[src/sv/dq_pkg.sv]
// ----------------------------------------------------------------------------
// dq_pkg
// Shared codes and types for the double-ended queue.
// ----------------------------------------------------------------------------
package dq_pkg;

    localparam int OP_W     = 3;
    localparam int STATUS_W = 2;

    typedef enum logic [OP_W-1:0] {
        OP_PUSH_FRONT = 3'd0,
        OP_PUSH_BACK  = 3'd1,
        OP_POP_FRONT  = 3'd2,
        OP_POP_BACK   = 3'd3,
        OP_CLEAR      = 3'd4,
        OP_QUERY      = 3'd5
    } t_op;

    typedef enum logic [STATUS_W-1:0] {
        ST_DONE  = 2'd0,
        ST_FULL  = 2'd1,
        ST_EMPTY = 2'd2
    } t_status;

    typedef enum logic {
        S_IDLE = 1'b0,
        S_READ = 1'b1
    } t_state;

endpackage

[src/sv/dq_ring_mem.sv]
// ----------------------------------------------------------------------------
// dq_ring_mem
// Ring store: one write port, one read port with registered read data.
// ----------------------------------------------------------------------------
module dq_ring_mem #(
    parameter int DEPTH      = 16,
    parameter int WORD_WIDTH = 32,
    parameter int ADDR_W     = $clog2(DEPTH)
) (
    input  logic                  i_clk,
    input  logic                  i_we,
    input  logic [ADDR_W-1:0]     i_waddr,
    input  logic [WORD_WIDTH-1:0] i_wdata,
    input  logic                  i_re,
    input  logic [ADDR_W-1:0]     i_raddr,
    output logic [WORD_WIDTH-1:0] o_rdata
);

    logic [WORD_WIDTH-1:0] r_mem [DEPTH];
    logic [WORD_WIDTH-1:0] r_rdata;

    always_ff @(posedge i_clk) begin
        if (i_we) begin
            r_mem[i_waddr] <= i_wdata;
        end
    end

    always_ff @(posedge i_clk) begin
        if (i_re) begin
            r_rdata <= r_mem[i_raddr];
        end
    end

    assign o_rdata = r_rdata;

endmodule

[src/sv/dq_ctrl.sv]
// ----------------------------------------------------------------------------
// dq_ctrl
// Position, count and end-word tracking; drives the ring store and refills
// an end word from the store after a pop.
// ----------------------------------------------------------------------------
module dq_ctrl #(
    parameter int DEPTH      = 16,
    parameter int WORD_WIDTH = 32,
    parameter int ADDR_W     = $clog2(DEPTH),
    parameter int CNT_W      = $clog2(DEPTH + 1)
) (
    input  logic                            i_clk,
    input  logic                            i_rst_n,
    input  logic                            i_valid,
    input  logic [dq_pkg::OP_W-1:0]         i_op,
    input  logic [WORD_WIDTH-1:0]           i_data,
    input  logic                            i_out_free,
    output logic                            o_ready,
    output logic                            o_res_valid,
    output logic [WORD_WIDTH-1:0]           o_popped,
    output logic [WORD_WIDTH-1:0]           o_head,
    output logic [WORD_WIDTH-1:0]           o_tail,
    output logic [CNT_W-1:0]                o_fill,
    output dq_pkg::t_status                 o_status,
    output logic                            o_we,
    output logic [ADDR_W-1:0]               o_waddr,
    output logic [WORD_WIDTH-1:0]           o_wdata,
    output logic                            o_re,
    output logic [ADDR_W-1:0]               o_raddr,
    input  logic [WORD_WIDTH-1:0]           i_rd_data
);

    import dq_pkg::*;

    localparam logic [ADDR_W-1:0] LAST_POS = ADDR_W'(DEPTH - 1);
    localparam logic [CNT_W-1:0]  FULL_CNT = CNT_W'(DEPTH);

    t_state                r_state, n_state;
    logic [ADDR_W-1:0]     r_front, n_front;
    logic [ADDR_W-1:0]     r_back, n_back;
    logic [CNT_W-1:0]      r_count, n_count;
    logic [WORD_WIDTH-1:0] r_head, n_head;
    logic [WORD_WIDTH-1:0] r_tail, n_tail;
    logic [WORD_WIDTH-1:0] r_pend_popped, n_pend_popped;
    logic                  r_pend_front, n_pend_front;

    logic                  w_acc;
    logic                  w_need_read;
    logic                  w_full;
    logic                  w_empty;
    logic [ADDR_W-1:0]     w_front_up, w_front_dn, w_back_up, w_back_dn, w_back_dn2;
    logic [WORD_WIDTH-1:0] w_popped;
    t_status               w_status;

    assign o_ready    = (r_state == S_IDLE) && i_out_free;
    assign w_acc      = i_valid && o_ready;
    assign w_full     = (r_count == FULL_CNT);
    assign w_empty    = (r_count == '0);
    assign w_front_up = (r_front == LAST_POS) ? '0 : r_front + 1'b1;
    assign w_front_dn = (r_front == '0) ? LAST_POS : r_front - 1'b1;
    assign w_back_up  = (r_back == LAST_POS) ? '0 : r_back + 1'b1;
    assign w_back_dn  = (r_back == '0) ? LAST_POS : r_back - 1'b1;
    assign w_back_dn2 = (w_back_dn == '0) ? LAST_POS : w_back_dn - 1'b1;

    // next state
    always_comb begin
        n_state = r_state;
        unique case (r_state)
            S_IDLE: begin
                if (w_acc && w_need_read) begin
                    n_state = S_READ;
                end
            end
            S_READ: begin
                n_state = S_IDLE;
            end
            default: n_state = S_IDLE;
        endcase
    end

    // datapath and outputs
    always_comb begin
        n_front       = r_front;
        n_back        = r_back;
        n_count       = r_count;
        n_head        = r_head;
        n_tail        = r_tail;
        n_pend_popped = r_pend_popped;
        n_pend_front  = r_pend_front;
        w_need_read   = 1'b0;
        w_popped      = '0;
        w_status      = ST_DONE;
        o_we          = 1'b0;
        o_waddr       = r_back;
        o_wdata       = i_data;
        o_re          = 1'b0;
        o_raddr       = w_front_up;

        if (r_state == S_READ) begin
            if (r_pend_front) begin
                n_head = i_rd_data;
            end else begin
                n_tail = i_rd_data;
            end
        end else if (w_acc) begin
            unique case (i_op)
                OP_PUSH_FRONT: begin
                    if (w_full) begin
                        w_status = ST_FULL;
                    end else begin
                        o_we    = 1'b1;
                        o_waddr = w_front_dn;
                        n_front = w_front_dn;
                        n_count = r_count + 1'b1;
                        n_head  = i_data;
                        if (w_empty) begin
                            n_tail = i_data;
                        end
                    end
                end
                OP_PUSH_BACK: begin
                    if (w_full) begin
                        w_status = ST_FULL;
                    end else begin
                        o_we    = 1'b1;
                        o_waddr = r_back;
                        n_back  = w_back_up;
                        n_count = r_count + 1'b1;
                        n_tail  = i_data;
                        if (w_empty) begin
                            n_head = i_data;
                        end
                    end
                end
                OP_POP_FRONT: begin
                    if (w_empty) begin
                        w_status = ST_EMPTY;
                    end else begin
                        w_popped      = r_head;
                        n_pend_popped = r_head;
                        n_pend_front  = 1'b1;
                        n_front       = w_front_up;
                        n_count       = r_count - 1'b1;
                        if (r_count == CNT_W'(2)) begin
                            n_head = r_tail;
                        end else if (r_count > CNT_W'(2)) begin
                            w_need_read = 1'b1;
                            o_re        = 1'b1;
                            o_raddr     = w_front_up;
                        end
                    end
                end
                OP_POP_BACK: begin
                    if (w_empty) begin
                        w_status = ST_EMPTY;
                    end else begin
                        w_popped      = r_tail;
                        n_pend_popped = r_tail;
                        n_pend_front  = 1'b0;
                        n_back        = w_back_dn;
                        n_count       = r_count - 1'b1;
                        if (r_count == CNT_W'(2)) begin
                            n_tail = r_head;
                        end else if (r_count > CNT_W'(2)) begin
                            w_need_read = 1'b1;
                            o_re        = 1'b1;
                            o_raddr     = w_back_dn2;
                        end
                    end
                end
                OP_CLEAR: begin
                    n_front = '0;
                    n_back  = '0;
                    n_count = '0;
                end
                default: begin
                end
            endcase
        end

        o_res_valid = (r_state == S_READ) || (w_acc && !w_need_read);
        o_popped    = (r_state == S_READ) ? r_pend_popped : w_popped;
        o_status    = (r_state == S_READ) ? ST_DONE : w_status;
        o_fill      = n_count;
        o_head      = (n_count == '0) ? '0 : n_head;
        o_tail      = (n_count == '0) ? '0 : n_tail;
    end

    always_ff @(posedge i_clk) begin
        if (!i_rst_n) begin
            r_state <= S_IDLE;
            r_front <= '0;
            r_back  <= '0;
            r_count <= '0;
        end else begin
            r_state <= n_state;
            r_front <= n_front;
            r_back  <= n_back;
            r_count <= n_count;
        end
    end

    always_ff @(posedge i_clk) begin
        r_head        <= n_head;
        r_tail        <= n_tail;
        r_pend_popped <= n_pend_popped;
        r_pend_front  <= n_pend_front;
    end

endmodule

[src/sv/double_ended_queue.sv]
// ----------------------------------------------------------------------------
// double_ended_queue
// Bounded deque of words in a ring store, one result transaction per request.
// ----------------------------------------------------------------------------
// Each request transaction (op in tuser, word in tdata) gives exactly one
// result transaction. Push, clear, query, refused operations and pops that
// leave fewer than two words need no store read; a pop that leaves two or
// more words waits in the read state while the new end word is fetched
// through the ring store's registered read port, taking no new request. The
// front and back words are kept in registers, so pushes never read the store.
// The store needs no clearing pass after reset. The result register lets the
// next request be taken in the cycle its predecessor's result is handed over.
module double_ended_queue #(
    parameter int DEPTH      = 16,
    parameter int WORD_WIDTH = 32
) (
    input  logic                            i_clk,
    input  logic                            i_rst_n,
    input  logic                            i_s_axis_tvalid,
    output logic                            o_s_axis_tready,
    // data_in
    input  logic [((WORD_WIDTH+7)/8)*8-1:0] i_s_axis_tdata,
    // op
    input  logic [dq_pkg::OP_W-1:0]         i_s_axis_tuser,
    output logic                            o_m_axis_tvalid,
    input  logic                            i_m_axis_tready,
    // popped, head_word, tail_word, fill, status
    output logic [((3*WORD_WIDTH+$clog2(DEPTH+1)+dq_pkg::STATUS_W+7)/8)*8-1:0]
                                            o_m_axis_tdata
);

    import dq_pkg::*;

    localparam int ADDR_W = $clog2(DEPTH);
    localparam int CNT_W  = $clog2(DEPTH + 1);
    localparam int OUT_W  = 3*WORD_WIDTH + CNT_W + STATUS_W;
    localparam int OUT_TW = ((OUT_W + 7) / 8) * 8;

    logic                  w_out_free;
    logic                  w_res_valid;
    logic [WORD_WIDTH-1:0] w_popped, w_head, w_tail;
    logic [CNT_W-1:0]      w_fill;
    t_status               w_status;
    logic                  w_we, w_re;
    logic [ADDR_W-1:0]     w_waddr, w_raddr;
    logic [WORD_WIDTH-1:0] w_wdata, w_rdata;

    logic                  r_out_valid;
    logic [WORD_WIDTH-1:0] r_out_popped, r_out_head, r_out_tail;
    logic [CNT_W-1:0]      r_out_fill;
    t_status               r_out_status;

    assign w_out_free = !r_out_valid || i_m_axis_tready;

    dq_ctrl #(
        .DEPTH      (DEPTH),
        .WORD_WIDTH (WORD_WIDTH)
    ) u_ctrl (
        .i_clk       (i_clk),
        .i_rst_n     (i_rst_n),
        .i_valid     (i_s_axis_tvalid),
        .i_op        (i_s_axis_tuser),
        .i_data      (i_s_axis_tdata[WORD_WIDTH-1:0]),
        .i_out_free  (w_out_free),
        .o_ready     (o_s_axis_tready),
        .o_res_valid (w_res_valid),
        .o_popped    (w_popped),
        .o_head      (w_head),
        .o_tail      (w_tail),
        .o_fill      (w_fill),
        .o_status    (w_status),
        .o_we        (w_we),
        .o_waddr     (w_waddr),
        .o_wdata     (w_wdata),
        .o_re        (w_re),
        .o_raddr     (w_raddr),
        .i_rd_data   (w_rdata)
    );

    dq_ring_mem #(
        .DEPTH      (DEPTH),
        .WORD_WIDTH (WORD_WIDTH)
    ) u_ring (
        .i_clk   (i_clk),
        .i_we    (w_we),
        .i_waddr (w_waddr),
        .i_wdata (w_wdata),
        .i_re    (w_re),
        .i_raddr (w_raddr),
        .o_rdata (w_rdata)
    );

    always_ff @(posedge i_clk) begin
        if (!i_rst_n) begin
            r_out_valid <= 1'b0;
        end else if (w_res_valid) begin
            r_out_valid <= 1'b1;
        end else if (i_m_axis_tready) begin
            r_out_valid <= 1'b0;
        end
    end

    always_ff @(posedge i_clk) begin
        if (w_res_valid) begin
            r_out_popped <= w_popped;
            r_out_head   <= w_head;
            r_out_tail   <= w_tail;
            r_out_fill   <= w_fill;
            r_out_status <= w_status;
        end
    end

    assign o_m_axis_tvalid = r_out_valid;
    assign o_m_axis_tdata  = OUT_TW'({r_out_status, r_out_fill, r_out_tail,
                                      r_out_head, r_out_popped});

    a_no_overwrite: assert property (@(posedge i_clk) disable iff (!i_rst_n)
        (r_out_valid && !i_m_axis_tready) |-> !w_res_valid)
        else $error("result overwritten while waiting");

    a_fill_bound: assert property (@(posedge i_clk) disable iff (!i_rst_n)
        r_out_valid |-> (r_out_fill <= CNT_W'(DEPTH)))
        else $error("fill beyond depth");

    a_empty_refusal: assert property (@(posedge i_clk) disable iff (!i_rst_n)
        (r_out_valid && r_out_status == ST_EMPTY) |-> (r_out_fill == '0))
        else $error("pop refused while words held");

    a_full_refusal: assert property (@(posedge i_clk) disable iff (!i_rst_n)
        (r_out_valid && r_out_status == ST_FULL) |-> (r_out_fill == CNT_W'(DEPTH)))
        else $error("push refused while not full");

endmodule

[config.mk]
export PLATFORM = sky130hd
export DESIGN_NAME = double_ended_queue
export DESIGN_NICKNAME = d
export VERILOG_FILES = /design/src/sv/dq_pkg.sv /design/src/sv/dq_ring_mem.sv /design/src/sv/dq_ctrl.sv /design/src/sv/double_ended_queue.sv
export SDC_FILE = /design/constraint.sdc
export NUM_CORES = 1
export LEC_CHECK = 0
export BUFFER_PORTS_ARGS = -buffer_cell sky130_fd_sc_hd__buf_4
export CORE_ASPECT_RATIO = 1.4
export CORE_MARGIN = 3
export CORE_UTILIZATION = 55
export CTS_CLUSTER_SIZE = 12
export DETAILED_ROUTE_END_ITERATION = 7
export PLACE_DENSITY = 0.72
export SYNTH_ARGS = -nofsm -noshare
export SYNTH_HDL_FRONTEND = slang
export SYNTH_SLANG_ARGS = --single-unit
[constraint.sdc]
create_clock -name i_clk -period 13.9 [get_ports i_clk]
set_clock_uncertainty 0.1 [all_clocks]
set_input_delay 4.17 -clock i_clk [delete_from_list [all_inputs] [get_ports i_clk]]
set_output_delay 4.17 -clock i_clk [all_outputs]
set_load 0.02 [all_outputs]
== Word-level counts from Yosys, hierarchy flattened ==
Memories as Yosys holds them, arrays and structs flattened. A register that Yosys moved wholly into a read port is not among the register bits.
Cells that the tools add are included.

* Register bits: 215
* Bits in latches: 0
* Bits in writable memories: 512
* Bits in read-only memories: 0
* Input port bits: 39
* Output and inout bits: 106
* Logic and storage cells: 135
* Memories: 1

{| class="wikitable"
|+ Memory list
! memory !! depth !! bits a word !! rd ports !! clocked after Yosys merged registers in !! wr ports !! line !! RTL
|-
| u_ring.r_mem || 16 || 32 || 1 || 1 || 1 || dq_ring_mem.sv:19 || <nowiki>logic [WORD_WIDTH-1:0] r_mem [DEPTH];</nowiki>
|}

* $add $sub $neg: 7
* Multipliers: 0
* Divide/modulo/power cells: 0
* Magnitude comparators: 1
* Equal/unequal tests: 12
* Shifts and indexed selects: 0
* Muxes and demuxes: 74
* Bitwise logic cells: 2
* Reductions and logical operators: 24

{| class="wikitable"
|+ Operators by type and width
! operator !! number
|-
| $mux W32 || 22
|-
| $pmux W32 S3 || 2
|-
| $pmux W32 S2 || 2
|-
| $mux W4 || 19
|-
| $pmux W4 S3 || 2
|-
| $mux W5 || 4
|-
| $mux W1 || 18
|-
| $pmux W5 S3 || 1
|-
| $reduce_and A5 Y1 || 3
|-
| $logic_not A4 Y1 || 3
|-
| $sub A4 B1 Y4 const B || 3
|-
| $logic_not A5 Y1 || 2
|-
| $add A4 B1 Y4 const B || 2
|-
| $eq A4 B4 Y1 const B || 2
|-
| $ne A2 B2 Y1 const B || 4
|-
| $eq A3 B2 Y1 const B || 2
|-
| $reduce_bool A3 Y1 || 2
|-
| $reduce_or A2 Y1 || 3
|-
| $add A5 B1 Y5 const B || 1
|-
| $eq A5 B2 Y1 const B || 1
|-
| $eq A5 B5 Y1 const B || 1
|-
| $gt A5 B2 Y1 const B || 1
|-
| $sub A5 B1 Y5 const B || 1
|-
| $logic_and A1 B1 Y1 || 4
|-
| 10 further kinds || 15
|}

== Longest topological paths before layout ==
Gate-level depths: netlist (run 1).

* Word-level depth: 11
* Mapped depth: 12
* Gate-level depth less buffers: 10

== Cells and area by module ==
A second synthesis (run 1) with hierarchy kept.

* Cell total of the unflattened synthesis: 2458
* Area, all modules: 33545.9 µm²

{| class="wikitable"
|+ Modules (own cells, without submodules)
! module !! times used !! cells an instance !! area each (µm²) !! seq. area each (µm²)
|-
| dq_ring_mem || 1 || 838 || 20155.6 || 16335.7
|-
| dq_ctrl || 1 || 1511 || 10237.3 || 2552.4
|-
| double_ended_queue || 1 || 109 || 3153.0 || 3113.0
|}

== Worst setup path after synthesis (run 1) ==
Ideal clock, no wire load.

* Path type: input-to-output
* From: input port i_m_axis_tready
* To: output port o_s_axis_tready
* Arrival time: 4570 ps
* Required time: 9630 ps
* Path slack: 5060 ps
* Stages: 2
* Path buffers: 0
* Path through: nand2b_1 -> and2_1

* Word-level cells in the longest chain between the ends: 2

{| class="wikitable"
|+ Ends and longest elaborated chain
! item !! line !! RTL
|-
| from (decl) || double_ended_queue.sv:26 || <nowiki>input logic i_m_axis_tready,</nowiki>
|-
| $logic_or A1 B1 Y1 || double_ended_queue.sv:53 || <nowiki>assign w_out_free = !r_out_valid || i_m_axis_tready;</nowiki>
|-
| $logic_and A1 B1 Y1 || dq_ctrl.sv:55 || <nowiki>assign o_ready = (r_state == S_IDLE) && i_out_free;</nowiki>
|-
| to (decl) || double_ended_queue.sv:20 || <nowiki>output logic o_s_axis_tready,</nowiki>
|}

No other way between the ends.

== Final worst setup path (run 1) ==
Ends and elaborated chain as after synthesis.

==> results of run 1 <==
## kinds of logic after synthesis
kind of cell | after synthesis | synth area share
other cells | 1 | 0.000110
fa+ha+maj | 11 | 0.00404
xor+xnor | 4 | 0.00103
simple gates | 953 | 0.136
compound gates | 731 | 0.144
flops | 759 | 0.645
buf+inv | 226 | 0.0266
mux | 142 | 0.0431
## worst max-delay path, stage by stage
cell and delay, ns:
buf_4 0.10, nand2b_1 0.18, and2_1 0.19, buf_4 0.16
## worst paths after layout
check | startpoint | end | slack, ns | cells past startpoint
setup / recovery | i_m_axis_tready | o_s_axis_tready | 4.83 | 4
hold / removal | u_ctrl.r_pend_popped[3]$_DFFE_PP_ | r_out_popped[3]$_DFFE_PP_ | 0.43 | 2
setup reg to reg | u_ctrl.r_count[0]$_SDFF_PN0_ | u_ring.o_rdata[11]$_DFFE_PP_ | 8.88 | 11
hold reg to reg | u_ctrl.r_pend_popped[3]$_DFFE_PP_ | r_out_popped[3]$_DFFE_PP_ | 0.43 | 2
## per-layer routing
layer / track usage / vias up
met5: 0 / -
met4: 0.128 / 0
met3: 0.0382 / 247
met2: 0.438 / 1197
met1: 0.350 / 11700
li1: - / 10700
## Yosys cell counts (all sizes together), types with 35 or more instances
cell type    n  area, sq um
edfxtp     680        20400
nand2      355         1340
a21oi      205         1030
nor2       196          741
clkbuf     161          606
and2       136          851
mux2i      107         1070
nor2b      100          628
a211oi      99          753
nand2b      99          629
dfxtp       79         1580
o21ai       76          380
o221ai      68          596
a31oi       66          413
buf         51          249
and3        37          231
a22oi       36          270
mux2        35          398
o22ai       35          219
## flip-flops by register name (all words and copies together), names as in the netlist, 5 cells and up
| register | count |
|---|---|
| r_out_fill | 5 |
| r_out_tail | 32 |
| u_ctrl.r_count | 5 |
| u_ctrl.r_tail | 32 |
| u_ring.r_mem | 512 |
| u_ctrl.r_pend_popped | 32 |
| u_ring.o_rdata | 32 |
| u_ctrl.r_head | 32 |
| r_out_popped | 32 |
| r_out_head | 32 |
## power by group
group / internal [uW] / switching (uW) / total (uW)
clock: 1010 / 806 / 1820
combinational: 216 / 358 / 574
sequential: 2590 / 103 / 2690
## stage by stage
step,hold WS (ns),area [sq um],instances
after floorplan,0.398,34100,2827
after global placement,0.414,35900,3620
after detailed placement,0.416,35900,3620
after CTS,0.428,38000,3726
after global routing,0.452,38000,3727
final,0.435,38000,3729
## area by class of cell
type                       count  area (sq um)  area share
multi-input combinational   1842         11400       0.300
tap                          817          1020      0.0269
sequential                   759         22000       0.579
timing repair buffer         188          1420      0.0375
clock buffer                  99          1990      0.0523
inverter                      14          52.6     0.00138
clock inverter                 7           104     0.00273
antenna                        3          7.51    0.000197
==> results.md, run 1 <==
- Status: finished clean
- DRT antenna net count: 0
- Critical setup path kind: in -> out
- DRC Markers: 0
- Synth-to-layout area growth: 11.5%
- Synthesized area per cell: approximately 12 sq um
- Synth Instances: between 2,000 and 3,000
- Core Region: ~0.06 sq mm
- GRT Resource Usage Total: 0.266
- Power density over the cells: about 130 mW/mm^2
- Tcrit/Tclk final: 0.652
- Met2 WL: around 42 mm
- Die area: about 0.065 sq mm
- Highest-count cells in the layout ignoring fill and taps: 680 x edfxtp_1, 348 x nand2_1, 205 x a21oi_1
- H-tree levels: 3
- Initial DRC count: approximately 2,700
- Worst-Margin Slew: 1.22 ns
- Critical path fanouts, max: 4
- Sequential fraction of the synthesis area: 0.645
- YS warnings: 0
- Placer Congestion: between 0.8 and 0.9
- WP data required: just under 10 ns
- # rows: around 110
- Vias per std cell: 6.38
- Vias in the first global route: 23,300
- IO Pins: between 100 and 150
- RSZ-0062 raised after global routing: false
- WL met3: 7.37 mm
- Arrival time worst endpoint: between 4 and 5 ns
- Final Setup Violations: 0
- Number of synthesized flops with an enable pin: approximately 700
- Die X: between 200 and 250 um
- Yosys reg bits: ~760
- Final total negative setup slack: 0 ns
- LEAKAGE: 0.0128 uW
- Post-synth top flop: edfxtp_1
- Crit end category: output port
- First-pass GRT wire length: 134 mm
- Syn Nets: about 2,900
- Pre-CTS setup slack: between 4 and 5 ns
- # fillers: between 4,000 and 5,000
- TritonCTS buffer count: 74
- Max IR drop VDD: about 0.00009 V
- Fin. Hold Viols: 0
- Fmax: between 100 and 150 MHz
- Ratio of cells with drive above 1 in the final layout: 0.122
- CTS Sinks: between 700 and 800
- Chip Height: roughly 300 um
- Root Buffer: clkbuf_16
- Post-CTS setup buffers: 0
- Vias post-DR: ~24,000
- Total power: roughly 5100 uW
- Post-synth ARST share: 0
- Clk slew on worst S/H paths: roughly 0.06 ns
- Top routing layer in use: met4
- Hpwl dp: 47.5 mm
- Final core occ: 0.623
- Nets: around 2,900
- CTS resizes: 0
- CTS tree: yes
- Netlist cell types: 64
- Relative slew margins: 0.187
- Initial antenna violation count: 6
- Fin. max-slew vios: 0
- Worst-Skew Late Latency: ~0.62 ns
- Clock Path Buffers: 3
- Post-CTS Hold Buffers: 0
- Post-route minimum period: ~9.1 ns
- Metal-1 WL: approximately 35 mm
- Mapped Area: 0.0341 sq mm
- Fin worst setup slack: slightly below 5 ns
- Commonest non-fill, non-tap cell in the layout: edfxtp_1
- Initial Util: 0.558
- Detailed Routing Iterations Pass 1: 7
- Routed len/inst: between 20 and 25 um
- Largest net degree at the start of global routing: 225
- Gr ovfl total: 0
- Port Buffers: 143
- Final WL: between 80 and 90 mm
- Worst setup SP type: primary input
- Max Cap Violations: 0
- Hold Crit Class: reg -> reg
Power figures use the tool's default switching activity.
==> run 2, diff against run 1 <==
--- a/config.mk
+++ b/config.mk
@@ -5,13 +5,14 @@
 export SDC_FILE = /design/constraint.sdc
 export NUM_CORES = 1
 export LEC_CHECK = 0
+export ABC_AREA = 1
 export BUFFER_PORTS_ARGS = -buffer_cell sky130_fd_sc_hd__buf_4
 export CORE_ASPECT_RATIO = 1.4
 export CORE_MARGIN = 3
 export CORE_UTILIZATION = 55
 export CTS_CLUSTER_SIZE = 12
 export DETAILED_ROUTE_END_ITERATION = 7
-export PLACE_DENSITY = 0.72
+export PLACE_DENSITY = 0.75
 export SYNTH_ARGS = -nofsm -noshare
 export SYNTH_HDL_FRONTEND = slang
 export SYNTH_SLANG_ARGS = --single-unit
==> constraint.sdc (replaced) <==
create_clock -name i_clk -period 7.8 [get_ports i_clk]
set_clock_uncertainty 0.1 [all_clocks]
set_input_delay 2.34 -clock i_clk [delete_from_list [all_inputs] [get_ports i_clk]]
set_output_delay 2.34 -clock i_clk [all_outputs]
set_load 0.02 [all_outputs]
==> results.md, run 2 <==
- Initial DRC count: 3,233 (+20%)
- Initial antenna violation count: 0 (-6)
- Final core occ: 0.614 (-0.00867)
- CTS tree: yes
- Placer Congestion: 0.874 (+4.5%)
- # fillers: 5,210 (+12%)
- Worst setup SP type: primary input
- Relative slew margins: 0.123 (-0.0639)
- Nets: 3,745 (+28%)
- Critical path fanouts, max: 32 (+28)
- Final Setup Violations: 0 (unchanged)
- Syn Nets: 3,742 (+30%)
- Worst-Margin Slew: 1.32 ns (+0.0959 ns)
- Layout Cells excl Fill: 4,571 (+23%)
- Mapped Area: 0.0360 sq mm (+5.6%)
- CTS Sinks: 759 (unchanged)
- CTS resizes: 0 (unchanged)
- Synthesized area per cell: 9.75 sq um (-19%)
- Biggest register: u_ring.r_mem
- Final total negative setup slack: 0 ns (unchanged)
- Number of synthesized flops with an enable pin: 680 (unchanged)
- DRC Markers: 0 (unchanged)
- Post-CTS setup buffers: 0 (unchanged)
- Fin Hold WS: 0.451 ns (+0.0164 ns)
- WP data required: 7.93 ns (-1.70 ns)
- Area leader, netlist: edfxtp_1
- Routed len/inst: 20.8 um (-12%)
- Fin. Hold Viols: 0 (unchanged)
- Worst-Skew Late Latency: 0.63 ns (about the same)
- Clock Path Buffers: 3 (unchanged)
- Pre-CTS setup slack: 1.70 ns (-3.10 ns)
- Netlist cell types: 44 (-31%)
- YS warnings: 0 (unchanged)
- Vias in the first global route: 25,900 (+11%)
- Sequential fraction of the synthesis area: 0.611 (-0.0340)
- Antenna cells: 0 (-3)
- Port Buffers: 143 (unchanged)
- Most instantiated cells after synthesis: 680 x edfxtp_1, 665 x nand2_1, 568 x nand3_1, 495 x inv_1, 213 x o21ai_0
- DRT antenna net count: 0 (unchanged)
- Root Buffer: clkbuf_16
- Vias post-DR: 27,400 (+15%)
- Power density over the cells: 250 mW/mm^2 (+87%)
- Synth-to-layout area growth: 10.1%
- Yosys reg bits: 759 (unchanged)
- Post-synth top flop: edfxtp_1
- Critical setup path kind: in -> reg
- H-tree levels: 3 (unchanged)
- Crit end category: flop
- LEAKAGE: 0.0160 uW (+25%)
- # rows: 110 (+2.8%)
- GRT Resource Usage Total: 0.270 (+0.00443)
- Largest net degree at the start of global routing: 129 (-43%)
- Vias per std cell: 6.00 (-5.9%)
- Hold Crit Class: reg -> reg
- Max IR drop VDD: 0.000191 V (+110%)
- Most frequent cell after synthesis: edfxtp_1
- Post-route minimum period: approximately 5.5 ns
- Synth area leaders: edfxtp_1 57%, nand3_1 7.9%, nand2_1 6.9%
- Ratio of cells with drive above 1 in the final layout: 0.0858 (-0.0363)
- Fin. max-slew vios: 0 (unchanged)
- Die area: 0.0686 sq mm (+5.4%)
- Initial Util: 0.557 (-0.000959)
- Dpl cells: 4,459 (+23%)
- Tcrit/Tclk final: 0.705
- Post-synth top area share: 0.567 (-0.0315)
- Gr ovfl total: 0 (unchanged)
- Fin worst setup slack: 2.30 ns (-2.53 ns)
- Synth Instances: 3,692 (+31%)
- Hpwl dp: 55.7 mm (+17%)
- Detailed Routing Iterations Pass 1: 6 (-1)
- Max FFs per register: 512 (unchanged)
- Max Cap Violations: 0 (unchanged)
- RSZ-0062 raised after global routing: false
- Final WL: 94.9 mm (+7.7%)
- Highest-count cells in the layout ignoring fill and taps: 680 x edfxtp_1, 661 x nand2_1, 567 x nand3_1
- Chip Height: 309 um (+2.7%)
- Fmax: roughly 180 MHz
- IO Pins: 145 (unchanged)
- Core Region: 0.0645 sq mm (+5.7%)
- Die X: 222 um (+2.7%)
- First-pass GRT wire length: 147 mm (+9.9%)
- Arrival time worst endpoint: 5.62 ns (+0.82 ns)
- Commonest non-fill, non-tap cell in the layout: edfxtp_1
- TritonCTS buffer count: 74 (unchanged)
- Clk slew on worst S/H paths: 0.06 ns (about the same)
- Status: finished clean
- Post-synth ARST share: 0 (unchanged)
- Post-CTS Hold Buffers: 0 (unchanged)
[run 2: changes by cell type after synthesis, sizes merged, moves of 98 or more]
cell    change
a21oi      -98
nand3     +563
nand2b     -99
mux2i     -107
o211ai    +124
inv       +489
nand2     +316
o21ai     +142
nor2b     -100
and2      -136
[run 2: routing by layer]
layer  track usage  vias to the layer above  routed length [um]
met5             0                        -                   0
met4         0.113                        0                3430
met3        0.0396                      216                8720
met2         0.451                     1517               46200
met1         0.357                    13000               36600
li1              -                    12700                   -
[run 2: cells by family (layout without fill, tap and decap cells)]
family,Yosys count,count (layout),share of synthesized area
other cells,1,1,0.000104
simple gates,1598,1598,0.202
flops,759,759,0.611
fa+ha+maj,11,11,0.00382
buf+inv,755,794,0.0846
xor+xnor,9,9,0.00219
compound gates,559,559,0.0963
[run 2: layout make-up]
type / instances / area (sq um) / area share
Sequential cell: 759 / 22000 / 0.555
Timing Repair Buffer: 177 / 1400 / 0.0354
Clock buffer: 103 / 2020 / 0.0511
Inverter: 505 / 1900 / 0.0479
Multi-Input combinational cell: 2178 / 11200 / 0.282
Clock inverter: 9 / 81.3 / 0.00205
Tap cell: 840 / 1050 / 0.0265
[run 2: path summary, 6_finish.rpt]
check,to,from,depth (start not counted),slack (ns)
worst max register to register,u_ring.r_mem[10][10]$_DFFE_PP_,u_ctrl.r_count[0]$_SDFF_PN0_,13,3.27
worst min-delay path,r_out_popped[31]$_DFFE_PP_,u_ctrl.r_pend_popped[31]$_DFFE_PP_,1,0.45
worst min register to register,r_out_popped[31]$_DFFE_PP_,u_ctrl.r_pend_popped[31]$_DFFE_PP_,1,0.45
worst max-delay path,u_ring.r_mem[10][10]$_DFFE_PP_,i_s_axis_tuser[2],11,2.30
[run 2: per-stage QoR]
stage / area, sq um / power [uW]
2_1_floorplan: 36000 / 6070
3_3_place_gp: 37500 / 6620
3_5_place_dp: 37500 / 6650
4_1_cts: 39600 / 9900
5_1_grt: 39600 / 10300
6_report: 39600 / 9900
[run 2: critical path, stage by stage]
cell and delay, ns:
buf_4 0.14, nor2_1 0.39, nand2_1 0.09, buf_4 0.28, nor2_1 0.15, inv_1 0.06, nor2_1 0.17, inv_1 0.13
o21ai_0 0.40, nand3_1 0.43, nor2_4 0.98
[run 2: power breakdown]
part	total (uW)	internal, uW	switching, uW	leakage [uW]
clock	3290	1800	1490	0.00102
sequential	4870	4700	175	0.00688
combinational	1730	532	1200	0.00807
total	9900	7030	2870	0.0160
